$ cat src/rtl/lpm_pkg.sv
package lpm_pkg;

	// field widths
	localparam int unsigned MeasW  = 16;
	localparam int unsigned TempW  = 12;
	localparam int unsigned ProdW  = 2 * MeasW;
	localparam int unsigned ThreshW = ProdW + 1;
	localparam int unsigned CfgIdxW = 3;
	localparam int unsigned CfgDataW = 16;

	// counters
	localparam int unsigned PwrCntW = 11;
	localparam int unsigned LimCntW = 3;
	localparam int unsigned PwrCountMax = 2000;
	localparam int unsigned LimCountMax = 5;

	// low gear divide by ten: (x * GearRecip) >> GearShift is exact for 16-bit x
	localparam int unsigned GearRecip = 52429;
	localparam int unsigned GearShift = 19;
	localparam int unsigned PwrDiv    = 100000;

	// register reset values
	localparam int unsigned PowerLimitRst   = 0;
	localparam int unsigned VoltageLimitRst = 65535;
	localparam int unsigned CurrentLimitRst = 65535;
	localparam int unsigned OvertempRst     = 800;
	localparam int unsigned FanOnRst        = 1500;
	localparam int unsigned FanOffRst       = 1700;

	typedef enum logic [CfgIdxW-1:0] {
		REG_POWER_LIMIT   = 3'd0,
		REG_VOLTAGE_LIMIT = 3'd1,
		REG_CURRENT_LIMIT = 3'd2,
		REG_OVERTEMP      = 3'd3,
		REG_FAN_ON        = 3'd4,
		REG_FAN_OFF       = 3'd5
	} cfg_idx_t;

	typedef enum logic [1:0] {
		CAUSE_PWR  = 2'd0,
		CAUSE_OV   = 2'd1,
		CAUSE_OC   = 2'd2,
		CAUSE_TEMP = 2'd3
	} cause_t;

	// power_limit is held as the smallest raw product that counts as over power:
	// floor(p / PwrDiv) > limit  <=>  p >= (limit + 1) * PwrDiv
	typedef struct packed {
		logic [ThreshW-1:0] pwr_thresh;
		logic [MeasW-1:0]   voltage_limit;
		logic [MeasW-1:0]   current_limit;
		logic [TempW-1:0]   overtemp_level;
		logic [TempW-1:0]   fan_on_level;
		logic [TempW-1:0]   fan_off_level;
	} cfg_t;

	typedef struct packed {
		logic [1:0] gear_idx;
		logic       ov_hit;
		logic       oc_hit;
		logic       temp_trip;
		logic       fan_on_req;
		logic       fan_off_req;
	} flags_t;

endpackage

$ cat src/rtl/lpm_if.sv
interface lpm_smp_if import lpm_pkg::*; ();
	logic             valid;
	logic             ready;
	logic [MeasW-1:0] load_current;
	logic [MeasW-1:0] load_voltage;
	logic [TempW-1:0] thermistor_a;
	logic [TempW-1:0] thermistor_b;
	logic             current_gear_high;
	logic             voltage_gear_high;

	modport source (output valid, load_current, load_voltage, thermistor_a, thermistor_b,
		current_gear_high, voltage_gear_high, input ready);
	modport sink (input valid, load_current, load_voltage, thermistor_a, thermistor_b,
		current_gear_high, voltage_gear_high, output ready);
endinterface

interface lpm_res_if;
	logic       valid;
	logic       ready;
	logic       trip;
	logic [1:0] trip_cause;
	logic       fan_on;

	modport source (output valid, trip, trip_cause, fan_on, input ready);
	modport sink (input valid, trip, trip_cause, fan_on, output ready);
endinterface

interface lpm_cfg_if import lpm_pkg::*; ();
	logic                valid;
	logic                ready;
	logic [CfgIdxW-1:0]  index;
	logic [CfgDataW-1:0] data;

	modport source (output valid, index, data, input ready);
	modport sink (input valid, index, data, output ready);
endinterface

$ cat src/rtl/load_protection_monitor_core.sv
// A sample's result goes through the input register, gear scaling, product and result
// register, in that order, before it is offered.
// Throughput: one sample per cycle while the receiver takes results; each stage moves whenever its successor has room.
// Reset clears all counters, the fan state and the stage valid bits, and loads the
// limit registers with their reset values; no clearing pass is needed.
module load_protection_monitor_core import lpm_pkg::*; (
	input  logic      clk,
	input  logic      arst_n,
	lpm_smp_if.sink   smp,
	lpm_res_if.source res,
	lpm_cfg_if.sink   cfg
);

	cfg_t             regs;
	logic             take;
	logic             valid_s3;
	logic [ProdW-1:0] prod_s3;
	flags_t           flags_s3;

	lpm_cfg_regs u_cfg_regs (
		.clk    (clk),
		.arst_n (arst_n),
		.cfg    (cfg),
		.regs   (regs)
	);

	lpm_datapath u_datapath (
		.clk      (clk),
		.arst_n   (arst_n),
		.smp      (smp),
		.regs     (regs),
		.take     (take),
		.valid_s3 (valid_s3),
		.prod_s3  (prod_s3),
		.flags_s3 (flags_s3)
	);

	lpm_state u_state (
		.clk      (clk),
		.arst_n   (arst_n),
		.valid_s3 (valid_s3),
		.prod_s3  (prod_s3),
		.flags_s3 (flags_s3),
		.regs     (regs),
		.take     (take),
		.res      (res)
	);

endmodule

$ cat src/rtl/lpm_cfg_regs.sv
module lpm_cfg_regs import lpm_pkg::*; (
	input  logic      clk,
	input  logic      arst_n,
	lpm_cfg_if.sink   cfg,
	output cfg_t      regs
);

	cfg_t regs_q;

	assign cfg.ready = 1'b1;
	assign regs      = regs_q;

	always_ff @(posedge clk or negedge arst_n) begin
		if (!arst_n) begin
			regs_q.pwr_thresh     <= ThreshW'((PowerLimitRst + 1) * PwrDiv);
			regs_q.voltage_limit  <= MeasW'(VoltageLimitRst);
			regs_q.current_limit  <= MeasW'(CurrentLimitRst);
			regs_q.overtemp_level <= TempW'(OvertempRst);
			regs_q.fan_on_level   <= TempW'(FanOnRst);
			regs_q.fan_off_level  <= TempW'(FanOffRst);
		end else if (cfg.valid) begin
			case (cfg_idx_t'(cfg.index))
				REG_POWER_LIMIT: begin
					regs_q.pwr_thresh <= (ThreshW'(cfg.data) + ThreshW'(1))
						* ThreshW'(PwrDiv);
				end
				REG_VOLTAGE_LIMIT: regs_q.voltage_limit  <= cfg.data;
				REG_CURRENT_LIMIT: regs_q.current_limit  <= cfg.data;
				REG_OVERTEMP:      regs_q.overtemp_level <= cfg.data[TempW-1:0];
				REG_FAN_ON:        regs_q.fan_on_level   <= cfg.data[TempW-1:0];
				REG_FAN_OFF:       regs_q.fan_off_level  <= cfg.data[TempW-1:0];
				default: ;
			endcase
		end
	end

endmodule

$ cat src/rtl/lpm_datapath.sv
module lpm_datapath import lpm_pkg::*; (
	input  logic             clk,
	input  logic             arst_n,
	lpm_smp_if.sink          smp,
	input  cfg_t             regs,
	input  logic             take,
	output logic             valid_s3,
	output logic [ProdW-1:0] prod_s3,
	output flags_t           flags_s3
);

	localparam int unsigned RcpW = MeasW + 16;

	logic             rdy1, rdy2, rdy3;
	logic             valid_s1, valid_s2;
	logic [MeasW-1:0] cur_s1, vol_s1;
	logic [TempW-1:0] ta_s1, tb_s1;
	logic             ig_s1, vg_s1;

	logic [MeasW-1:0] ci_s2, vi_s2;
	flags_t           flags_s2;

	logic [RcpW-1:0]  cur_rcp, vol_rcp;
	logic [MeasW-1:0] ci, vi;
	flags_t           flags;
	logic [ProdW-1:0] prod;

	// each stage moves when empty or when its successor moves
	assign rdy3      = !valid_s3 || take;
	assign rdy2      = !valid_s2 || rdy3;
	assign rdy1      = !valid_s1 || rdy2;
	assign smp.ready = rdy1;

	// low gear: divide by ten through a reciprocal
	assign cur_rcp = RcpW'(cur_s1) * RcpW'(GearRecip);
	assign vol_rcp = RcpW'(vol_s1) * RcpW'(GearRecip);
	assign ci = ig_s1 ? cur_s1 : MeasW'(cur_rcp[RcpW-1:GearShift]);
	assign vi = vg_s1 ? vol_s1 : MeasW'(vol_rcp[RcpW-1:GearShift]);

	always_comb begin
		flags.gear_idx    = {ig_s1, vg_s1};
		flags.ov_hit      = vg_s1 && (vol_s1 > regs.voltage_limit);
		flags.oc_hit      = ig_s1 && (cur_s1 > regs.current_limit);
		flags.temp_trip   = (ta_s1 < regs.overtemp_level) || (tb_s1 < regs.overtemp_level);
		flags.fan_on_req  = (ta_s1 <= regs.fan_on_level) || (tb_s1 <= regs.fan_on_level);
		flags.fan_off_req = (ta_s1 >= regs.fan_off_level) && (tb_s1 >= regs.fan_off_level);
	end

	assign prod = ProdW'(ci_s2) * ProdW'(vi_s2);

	always_ff @(posedge clk or negedge arst_n) begin
		if (!arst_n) begin
			valid_s1 <= 1'b0;
			valid_s2 <= 1'b0;
			valid_s3 <= 1'b0;
		end else begin
			if (rdy1) valid_s1 <= smp.valid;
			if (rdy2) valid_s2 <= valid_s1;
			if (rdy3) valid_s3 <= valid_s2;
		end
	end

	always_ff @(posedge clk) begin
		if (rdy1 && smp.valid) begin
			cur_s1 <= smp.load_current;
			vol_s1 <= smp.load_voltage;
			ta_s1  <= smp.thermistor_a;
			tb_s1  <= smp.thermistor_b;
			ig_s1  <= smp.current_gear_high;
			vg_s1  <= smp.voltage_gear_high;
		end
		if (rdy2 && valid_s1) begin
			ci_s2    <= ci;
			vi_s2    <= vi;
			flags_s2 <= flags;
		end
		if (rdy3 && valid_s2) begin
			prod_s3  <= prod;
			flags_s3 <= flags_s2;
		end
	end

endmodule

$ cat src/rtl/lpm_state.sv
module lpm_state import lpm_pkg::*; (
	input  logic             clk,
	input  logic             arst_n,
	input  logic             valid_s3,
	input  logic [ProdW-1:0] prod_s3,
	input  flags_t           flags_s3,
	input  cfg_t             regs,
	output logic             take,
	lpm_res_if.source        res
);

	logic [PwrCntW-1:0] pwr_cnt_q [4];
	logic [LimCntW-1:0] ov_cnt_q, oc_cnt_q;
	logic               fan_q;

	logic               out_valid_q;
	logic               trip_q;
	cause_t             cause_q;
	logic               fan_out_q;

	logic               fire;
	logic               pwr_hit;
	logic [PwrCntW-1:0] pwr_cnt;
	logic               pwr_wrap, ov_wrap, oc_wrap;
	logic               trip;
	cause_t             cause;
	logic               fan_nxt;

	assign take = !out_valid_q || res.ready;
	assign fire = valid_s3 && take;

	assign pwr_hit  = {1'b0, prod_s3} >= regs.pwr_thresh;
	assign pwr_cnt  = pwr_cnt_q[flags_s3.gear_idx];
	assign pwr_wrap = pwr_hit && (pwr_cnt == PwrCntW'(PwrCountMax));
	assign ov_wrap  = flags_s3.ov_hit && (ov_cnt_q == LimCntW'(LimCountMax));
	assign oc_wrap  = flags_s3.oc_hit && (oc_cnt_q == LimCntW'(LimCountMax));

	assign trip = flags_s3.temp_trip || pwr_wrap || ov_wrap || oc_wrap;

	always_comb begin
		if (oc_wrap)                 cause = CAUSE_OC;
		else if (ov_wrap)            cause = CAUSE_OV;
		else if (pwr_wrap)           cause = CAUSE_PWR;
		else if (flags_s3.temp_trip) cause = CAUSE_TEMP;
		else                         cause = CAUSE_PWR;
	end

	// on request wins; between levels hold the fan as it is
	always_comb begin
		if (flags_s3.fan_on_req)       fan_nxt = 1'b1;
		else if (flags_s3.fan_off_req) fan_nxt = 1'b0;
		else                           fan_nxt = fan_q;
	end

	always_ff @(posedge clk or negedge arst_n) begin
		if (!arst_n) begin
			for (int i = 0; i < 4; i++) pwr_cnt_q[i] <= '0;
			ov_cnt_q    <= '0;
			oc_cnt_q    <= '0;
			fan_q       <= 1'b0;
			out_valid_q <= 1'b0;
		end else begin
			if (take) out_valid_q <= valid_s3;
			if (fire) begin
				fan_q <= fan_nxt;
				if (pwr_hit) begin
					pwr_cnt_q[flags_s3.gear_idx] <= pwr_wrap ? '0 : pwr_cnt + 1'b1;
				end
				if (flags_s3.ov_hit) ov_cnt_q <= ov_wrap ? '0 : ov_cnt_q + 1'b1;
				if (flags_s3.oc_hit) oc_cnt_q <= oc_wrap ? '0 : oc_cnt_q + 1'b1;
			end
		end
	end

	always_ff @(posedge clk) begin
		if (fire) begin
			trip_q    <= trip;
			cause_q   <= cause;
			fan_out_q <= fan_nxt;
		end
	end

	assign res.valid      = out_valid_q;
	assign res.trip       = trip_q;
	assign res.trip_cause = cause_q;
	assign res.fan_on     = fan_out_q;

	a_pwr_cnt_range: assert property (@(posedge clk) disable iff (!arst_n)
		(pwr_cnt_q[0] <= PwrCntW'(PwrCountMax)) && (pwr_cnt_q[1] <= PwrCntW'(PwrCountMax)) &&
		(pwr_cnt_q[2] <= PwrCntW'(PwrCountMax)) && (pwr_cnt_q[3] <= PwrCntW'(PwrCountMax)))
		else $error("power counter beyond its limit");

	a_lim_cnt_range: assert property (@(posedge clk) disable iff (!arst_n)
		(ov_cnt_q <= LimCntW'(LimCountMax)) && (oc_cnt_q <= LimCntW'(LimCountMax)))
		else $error("limit counter beyond its limit");

	a_pwr_wrap_clears: assert property (@(posedge clk) disable iff (!arst_n)
		fire && pwr_wrap |=> pwr_cnt_q[$past(flags_s3.gear_idx)] == '0)
		else $error("power counter not cleared on trip");

	a_quiet_cause: assert property (@(posedge clk) disable iff (!arst_n)
		res.valid && !res.trip |-> res.trip_cause == CAUSE_PWR)
		else $error("cause set without trip");

endmodule

$ cat src/flat_wrapper.sv
// flat-port wrapper written by rule: the top's interface ports become plain ports
module load_protection_monitor_core_flat import lpm_pkg::*;
  (clk, arst_n, smp_valid, smp_load_current, smp_load_voltage, smp_thermistor_a, smp_thermistor_b, smp_current_gear_high, smp_voltage_gear_high, smp_ready, res_valid, res_trip, res_trip_cause, res_fan_on, res_ready, cfg_valid, cfg_index, cfg_data, cfg_ready);
  lpm_smp_if smp_i ();
  lpm_res_if res_i ();
  lpm_cfg_if cfg_i ();
  input  logic clk;
  input  logic arst_n;
  input wire logic [$bits(smp_i.valid)-1:0] smp_valid;
  input wire logic [$bits(smp_i.load_current)-1:0] smp_load_current;
  input wire logic [$bits(smp_i.load_voltage)-1:0] smp_load_voltage;
  input wire logic [$bits(smp_i.thermistor_a)-1:0] smp_thermistor_a;
  input wire logic [$bits(smp_i.thermistor_b)-1:0] smp_thermistor_b;
  input wire logic [$bits(smp_i.current_gear_high)-1:0] smp_current_gear_high;
  input wire logic [$bits(smp_i.voltage_gear_high)-1:0] smp_voltage_gear_high;
  output wire logic [$bits(smp_i.ready)-1:0] smp_ready;
  output wire logic [$bits(res_i.valid)-1:0] res_valid;
  output wire logic [$bits(res_i.trip)-1:0] res_trip;
  output wire logic [$bits(res_i.trip_cause)-1:0] res_trip_cause;
  output wire logic [$bits(res_i.fan_on)-1:0] res_fan_on;
  input wire logic [$bits(res_i.ready)-1:0] res_ready;
  input wire logic [$bits(cfg_i.valid)-1:0] cfg_valid;
  input wire logic [$bits(cfg_i.index)-1:0] cfg_index;
  input wire logic [$bits(cfg_i.data)-1:0] cfg_data;
  output wire logic [$bits(cfg_i.ready)-1:0] cfg_ready;
  assign smp_i.valid = smp_valid;
  assign smp_i.load_current = smp_load_current;
  assign smp_i.load_voltage = smp_load_voltage;
  assign smp_i.thermistor_a = smp_thermistor_a;
  assign smp_i.thermistor_b = smp_thermistor_b;
  assign smp_i.current_gear_high = smp_current_gear_high;
  assign smp_i.voltage_gear_high = smp_voltage_gear_high;
  assign smp_ready = smp_i.ready;
  assign res_valid = res_i.valid;
  assign res_trip = res_i.trip;
  assign res_trip_cause = res_i.trip_cause;
  assign res_fan_on = res_i.fan_on;
  assign res_i.ready = res_ready;
  assign cfg_i.valid = cfg_valid;
  assign cfg_i.index = cfg_index;
  assign cfg_i.data = cfg_data;
  assign cfg_ready = cfg_i.ready;
  load_protection_monitor_core u_core (.clk(clk), .arst_n(arst_n), .smp(smp_i), .res(res_i), .cfg(cfg_i));
endmodule
$ cat config.mk
export PLATFORM = sky130hd
export DESIGN_NAME = load_protection_monitor_core_flat
export DESIGN_NICKNAME = d
export VERILOG_FILES = /design/src/rtl/lpm_pkg.sv /design/src/rtl/lpm_if.sv /design/src/rtl/load_protection_monitor_core.sv /design/src/rtl/lpm_cfg_regs.sv /design/src/rtl/lpm_datapath.sv /design/src/rtl/lpm_state.sv /design/src/flat_wrapper.sv
export SDC_FILE = /design/constraint.sdc
export NUM_CORES = 2
export LEC_CHECK = 0
export BUFFER_PORTS_ARGS = -buffer_cell sky130_fd_sc_hd__buf_2
export CAP_MARGIN = 20
export CORE_MARGIN = 8
export CORE_UTILIZATION = 50
export DETAILED_ROUTE_END_ITERATION = 7
export HOLD_SLACK_MARGIN = 0.03
export PLACE_DENSITY = 0.65
export REMOVE_ABC_BUFFERS = 1
export SETUP_SLACK_MARGIN = 0.02
export SLEW_MARGIN = 20
export SYNTH_ARGS = -nofsm -noshare
export SYNTH_HDL_FRONTEND = slang
export SYNTH_SLANG_ARGS = --single-unit
$ cat constraint.sdc
create_clock -name clk -period 5.8 [get_ports clk]
set_clock_uncertainty 0.2 [all_clocks]
set_input_delay 0.29 -clock clk [delete_from_list [all_inputs] [get_ports clk]]
set_output_delay 0.29 -clock clk [all_outputs]
set_load 0.1 [all_outputs]
Word-level counts from Yosys, hierarchy flattened
Index checks and enable logic that the tools add are counted.
- logic and storage cells: 121
- register bits: 291
- output and inout port bits: 7
- bits of input ports: 82
- multiply operators: 4
- mux-type cells: 16
- bitwise gates (word level): 1
- reduce and logical (&&, ||, !) cells: 34
- order comparisons: 11
- equality and inequality tests: 8
- add/sub/neg operators: 4
- operator list (kind ; number):
    $mul A16 B16 Y32 const B ; 2
    $bwmux W44 ; 1
    $mux W11 ; 4
    $ge A32 B33 Y1 ; 1
    $gt A16 B16 Y1 ; 2
    $mul A16 B16 Y32 ; 1
    $mul A17 B12 Y28 const B ; 1
    $mux W13 ; 2
    $ge A12 B12 Y1 ; 2
    $le A12 B12 Y1 ; 2
    $lt A12 B12 Y1 ; 2
    $bmux W11 S2 ; 1
    $demux W11 S2 ; 1
    $reduce_and A2 Y1 ; 9
    $add A16 B1 Y17 const B ; 1
    $eq A3 B3 Y1 const B ; 4
    $add A11 B1 Y11 const B ; 1
    $eq A11 B11 Y1 const B ; 1
    $logic_and A1 B1 Y1 ; 11
    $logic_or A1 B1 Y1 ; 9
    $add A3 B1 Y3 const B ; 2
    $eq A3 B2 Y1 const B ; 2
    $mux W2 ; 3
    $mux W3 ; 2
    other kinds (7) ; 11

Longest topological paths before layout
- word-level depth: 9
- mapped depth: 26
- gate-level depth less buffers: 26

Hierarchy
Synthesis repeated with hierarchy kept, for this count alone.
- cells, all modules: 3439
- area, all modules: 35450.2 µm²
- by module, submodules not included (module ; area each (µm²) ; cells each ; sequential area each (µm²) ; times used):
    lpm_datapath ; 24106.9 ; 2386 ; 4159.0 ; 1
    lpm_cfg_regs ; 7743.7 ; 730 ; 2468.6 ; 1
    lpm_state ; 3599.7 ; 323 ; 1421.4 ; 1

Worst setup path after synthesis
No wires, ideal clock.
- path kind: register -> register
- start: register u_core.u_datapath.vol_s1[9]
- end: register u_core.u_datapath.vi_s2[11], data pin
- arrival: 5.730 ns
- slack: -0.395 ns
- library setup time: 0.265 ns
- stages on the path, launching flop included: 21
- clock period less this slack: 6.195 ns
- path through: edfxtp_1 -> ha_1 -> fa_1 -> inv_1 -> fa_1 -> fa_1 -> inv_1 -> fa_1 -> inv_1 -> fa_1 -> inv_1 -> ha_1 -> a2111oi_0 -> o21ai_0 -> o211a_1 -> a211oi_1 -> a31oi_1 -> a41oi_1 -> o2111ai_1 -> xnor2_1 -> o21ai_1
- word-level cells in the longest chain between the ends: 2
- RTL lines (what ; RTL line ; RTL):
    from (decl) ; lpm_datapath.sv:16 ; logic [MeasW-1:0] cur_s1, vol_s1;
    from (signal assigned) ; lpm_datapath.sv:66 ; vol_s1 <= smp.load_voltage;
    $mul A16 B16 Y32 ; lpm_datapath.sv:36 ; assign vol_rcp = RcpW'(vol_s1) * RcpW'(GearRecip);
    $mux W13 ; lpm_datapath.sv:38 ; assign vi = vg_s1 ? vol_s1 : MeasW'(vol_rcp[RcpW-1:GearShift]);
    net u_core.u_datapath.vi[11] ; lpm_datapath.sv:24 ; logic [MeasW-1:0] ci, vi;
    to (signal assigned) ; lpm_datapath.sv:74 ; vi_s2 <= vi;
    to (decl) ; lpm_datapath.sv:20 ; logic [MeasW-1:0] ci_s2, vi_s2;
The timed path passes the listed nets, and every way through them passes these cells.
A chain may end at the register's enable or synchronous reset.

Worst setup path after layout
- start: register u_core.u_datapath.ci_s2[11]
- end: register u_core.u_datapath.prod_s3[25], data pin
- word-level cells in the longest chain between the ends: 1
- RTL lines (what ; RTL line ; RTL):
    from (decl) ; lpm_datapath.sv:20 ;
    from (signal assigned) ; lpm_datapath.sv:73 ; ci_s2 <= ci;
    $mul A16 B16 Y32 ; lpm_datapath.sv:49 ; assign prod = ProdW'(ci_s2) * ProdW'(vi_s2);
    net u_core.u_datapath.prod[25] ; lpm_datapath.sv:26 ; logic [ProdW-1:0] prod;
    to (signal assigned) ; lpm_datapath.sv:78 ; prod_s3 <= prod;
    to (decl) ; lpm_datapath.sv:8 ; output logic [ProdW-1:0] prod_s3,
The timed path passes the listed nets, and every way through them passes these cells.

==> flow_summary_export.csv <==
group,metric,value,unit
critical_path,critPathSlowestCell,"edfxtp_1",
die,die_y,278.1,um
sta,max_freq,168.1,MHz
clock_network,cts_sinks,291,
critical_path,critPathMaxFanout,6,
clock_network,path_clk_slew,0.06,ns
die,fp.dieW,278.1,um
die,row_count,96,
routing,drt_iter0_drc,1298,
logic_synthesis,async_flop_share,51.89,%
global_route,overflow,0,
logic_synthesis,synth_edf_count,140,
routing,drtAntennaViolNets,0,
critical_path,endpoint_kind,"flop",
sta,relSlewSlack,25.18,%
routing,route.detailed.drc,0,
critical_path,cp.arrival,6.03,ns
sta,setup_tns,-1.062,ns
critical_path,cp_cell_sequence,"and2_4 -> fa_1 -> inv_1 -> fa_1 -> inv_2 -> fa_1 -> fa_2 -> fa_1 -> inv_1 -> fa_1 -> inv_2 -> ha_4 -> buf_6 -> a21o_1 -> a21o_1 -> a21oi_2 -> nor3b_2 -> a21oi_2 -> buf_4 -> a21oi_2 -> o21bai_1 -> xor2_1",
die,io_pins,89,
placed_design,place_congestion,0.9168,
sta,slew_viol_final,0,
routing,routed_wl,83.58,mm
placed_design,dp_hpwl,67.44,mm
sta,period_needed,5.947,ns
status,violations,"setup timing",
flow_run,maxCapViolations,0,
clock_network,clockBufferDepth,3,
clock_network,clkLatencyLatePin,0.56,ns
logic_synthesis,yosysTopAreaCellShare,23.54,%
layout,layout-drive-gt1-share,20.94,%
logic_synthesis,synthDistinctLibCells,76,
logic_synthesis,synth_flop_cell,"edfxtp_1",
critical_path,worstSetupPathType,"reg -> reg",
hold_path,hp-class,"in -> reg",
clock_network,cts-buffers-inserted,36,
sta,worstMarginPinSlew,1.122,ns
global_route,antenna_found_initial,3,
routing,first_pass_iters,8,
die,die_area,77360,um2
logic_synthesis,synth.avg_cell_area,10.29,um2
critical_path,cp.buffers_inverters,6,
layout,syn_to_final_growth,20.89,%
routing,met2_length,40.26,mm
critical_path,cp-start-kind,"flop",
layout,regArea,8049,um2
logic_synthesis,synth_area_leaders,"fa_1, ha_1, edfxtp_1, inv_1, dfrtp_1",
global_route,grt_pass1_wl,135.6,mm
sta,rsz0062_at_grt,"yes",
sta,min_period_over_period,102.5,%
critical_path,crit_family,"adder cells",
global_route,grt_start_max_net_pins,92,
clock_network,cts_tree,"done",
routing,wl_met3,3.645,mm
logic_synthesis,yosysTopAreaCell,"fa_1",
sta,hold_viol,0,
critical_path,cpMostUsedCell,"fa_1",
global_route,grt_pass1_vias,26040,
status,outcome,"finished with violations",
critical_path,slowest_delay,0.55,ns
clock_network,htreeDepth,2,
routing,maxUsedRoutingLayer,"met5",
routing,met1_length,36.96,mm
clock_network,root_buffer,"clkbuf_16",
global_route,grtUsageTotal,21.72,%
critical_path,cp.required,5.88,ns
layout,multiInputGateArea,24360,um2
logic_synthesis,syn_area,34360,um2
sta,setup_violations,15,
routing,vias,24640,
logic_synthesis,ys_seq_area_share,23.43,%
routing,vias_per_cell,5.190,
die,coreArea,68350,um2
layout,fillers,5588,
logic_synthesis,ys_seq_elements,291,
logic_synthesis,syn_inst,3338,
logic_synthesis,yosys_warnings,0,
routing,wire_per_inst,17.60,um
sta,layout_setup_ws,-0.1473,ns
placed_design,io_buffers,87,
die,initial_core_util,50.27,%
layout,finalNetCount,4924,
## worst paths after layout
path                                               start                             to  slack (ns)  depth (start not counted)
min in group asynchronous                         arst_n   u_core.u_state.pwr_cnt_q[29]        0.17                          2
max reg2reg                  u_core.u_datapath.ci_s2[11]  u_core.u_datapath.prod_s3[25]       -0.15                         22
min reg2reg                u_core.u_datapath.flags_s2[1]  u_core.u_datapath.flags_s3[1]        0.21                          0
max in group asynchronous                         arst_n     u_core.u_cfg_regs.regs[34]        3.87                          3
min                                          cfg_data[0]     u_core.u_cfg_regs.regs[73]        0.07                          3
max                          u_core.u_datapath.ci_s2[11]  u_core.u_datapath.prod_s3[25]       -0.15                         22
## repair_timing
item / in CTS / in global routing
gates resized for setup: 140 / 136
cloned: 1 / 0
pin swaps: 103 / 51
hold buffers: 80 / 0
buffers inserted: 49 / 15
hold endpoints to repair: 205 / 0
endpoints found under the setup margin: 35 / 49
## through the flow
step | setup slack (ns) | instances | area, um2 | hold slack (ns) | util [%]
6_report | -0.1473 | 4748 | 41540 | 0.07174 | 60.77
5_1_grt | -0.3543 | 4748 | 41540 | 0.07170 | 60.77
4_1_cts | -0.1681 | 4733 | 40850 | 0.04653 | 59.77
3_5_place_dp | -0.7383 | 4541 | 37920 | 0.2062 | 55.48
3_3_place_gp | -0.5993 | 4541 | 37920 | 0.2008 | 55.48
2_1_floorplan | -0.4090 | 3263 | 34050 | -0.2056 | -
## final cells by class
class                      count  share of cell area [%]
multi-input combinational   2242                   58.64
timing repair buffer         536                   10.02
sequential                   291                   19.38
inverter                     730                   6.609
antenna                        2                 0.01205
clock buffer                  47                   2.268
tap                          882                   2.657
clock inverter                18                  0.4217
## placed cells by master (no fill, tap or decap), types with 15 or more instances in the layout
cell           count
nand2_1          263
fa_1             388
buf_6             37
dfrtp_1           98
o21a_1            28
o21ai_0          101
nand3_1           30
xor2_1            38
nor2_1            59
clkbuf_16         36
edfxtp_1         140
buf_4            332
nand2_2           15
inv_1            701
a21oi_1           64
buf_2             86
and2_1           113
inv_2             27
dlygate4sd3_1     80
dfstp_2           53
fa_2              16
a21oi_2           16
ha_1             571
nand4_1           26
nor2b_1           19
nand2b_1          19
o21ai_1           33
xnor2_1           57
a21o_1            65
ha_4              28
mux2_2            32
o2bb2ai_1         36
## layer usage
metal,global-route usage [%],up-vias
li1,-,11880
met1,28.71,12120
met2,37.19,490
met3,2.898,154
met4,6.283,2
met5,0,-
## registers in the layout, summed over array words and instances, names as in the netlist, 2 cells and up
signal and count:
u_core.u_cfg_regs.regs 96, u_core.u_datapath.ci_s2 16, u_core.u_datapath.cur_s1 16, u_core.u_datapath.flags_s2 7
u_core.u_datapath.flags_s3 7, u_core.u_datapath.prod_s3 32, u_core.u_datapath.ta_s1 12, u_core.u_datapath.tb_s1 12
u_core.u_datapath.vi_s2 16, u_core.u_datapath.vol_s1 16, u_core.u_state.oc_cnt_q 3, u_core.u_state.ov_cnt_q 3
u_core.u_state.pwr_cnt_q 44, u_core.u_state.res.trip_cause 2
## worst min-delay path, delay by kind of cell
family	cells	cell delay, ns
compound gates	1	0.11
buf+inv	2	0.41
## kinds of logic after synthesis
| family | synth area share, % |
|---|---|
| and+or+nand+nor | 9.169 |
| buffers and inverters | 8.882 |
| adders and majority gates | 45.42 |
| muxes | 2.112 |
| AOI/OAI and AO/OA | 8.350 |
| xor gates and xnor gates | 2.626 |
| other | 0.01091 |
| DFF | 23.43 |
## Yosys cell counts, types with 5 or more instances
cell / instances
dfstp_2: 53
o21ai_1: 23
nor3_1: 19
a21o_1: 65
o221ai_1: 5
dfrtp_1: 98
mux4_2: 11
inv_1: 728
o21bai_1: 5
nor2_1: 70
o21ai_0: 117
xnor2_1: 64
nand2b_1: 19
nor2b_1: 19
o31ai_1: 11
and2_1: 128
and3_1: 15
ha_1: 601
fa_1: 404
mux2_1: 6
edfxtp_1: 140
clkbuf_1: 67
xor2_1: 39
mux2_2: 32
nor3b_1: 5
nand4_1: 26
nand3_1: 33
o211ai_1: 10
o21a_1: 28
a211oi_1: 12
a21oi_1: 82
o2bb2ai_1: 36
nand2_2: 6
a31oi_1: 10
nand2_1: 274
Power is not shown: default switching activity piles up to over one toggle a cycle in this logic, so the estimate is an artifact.
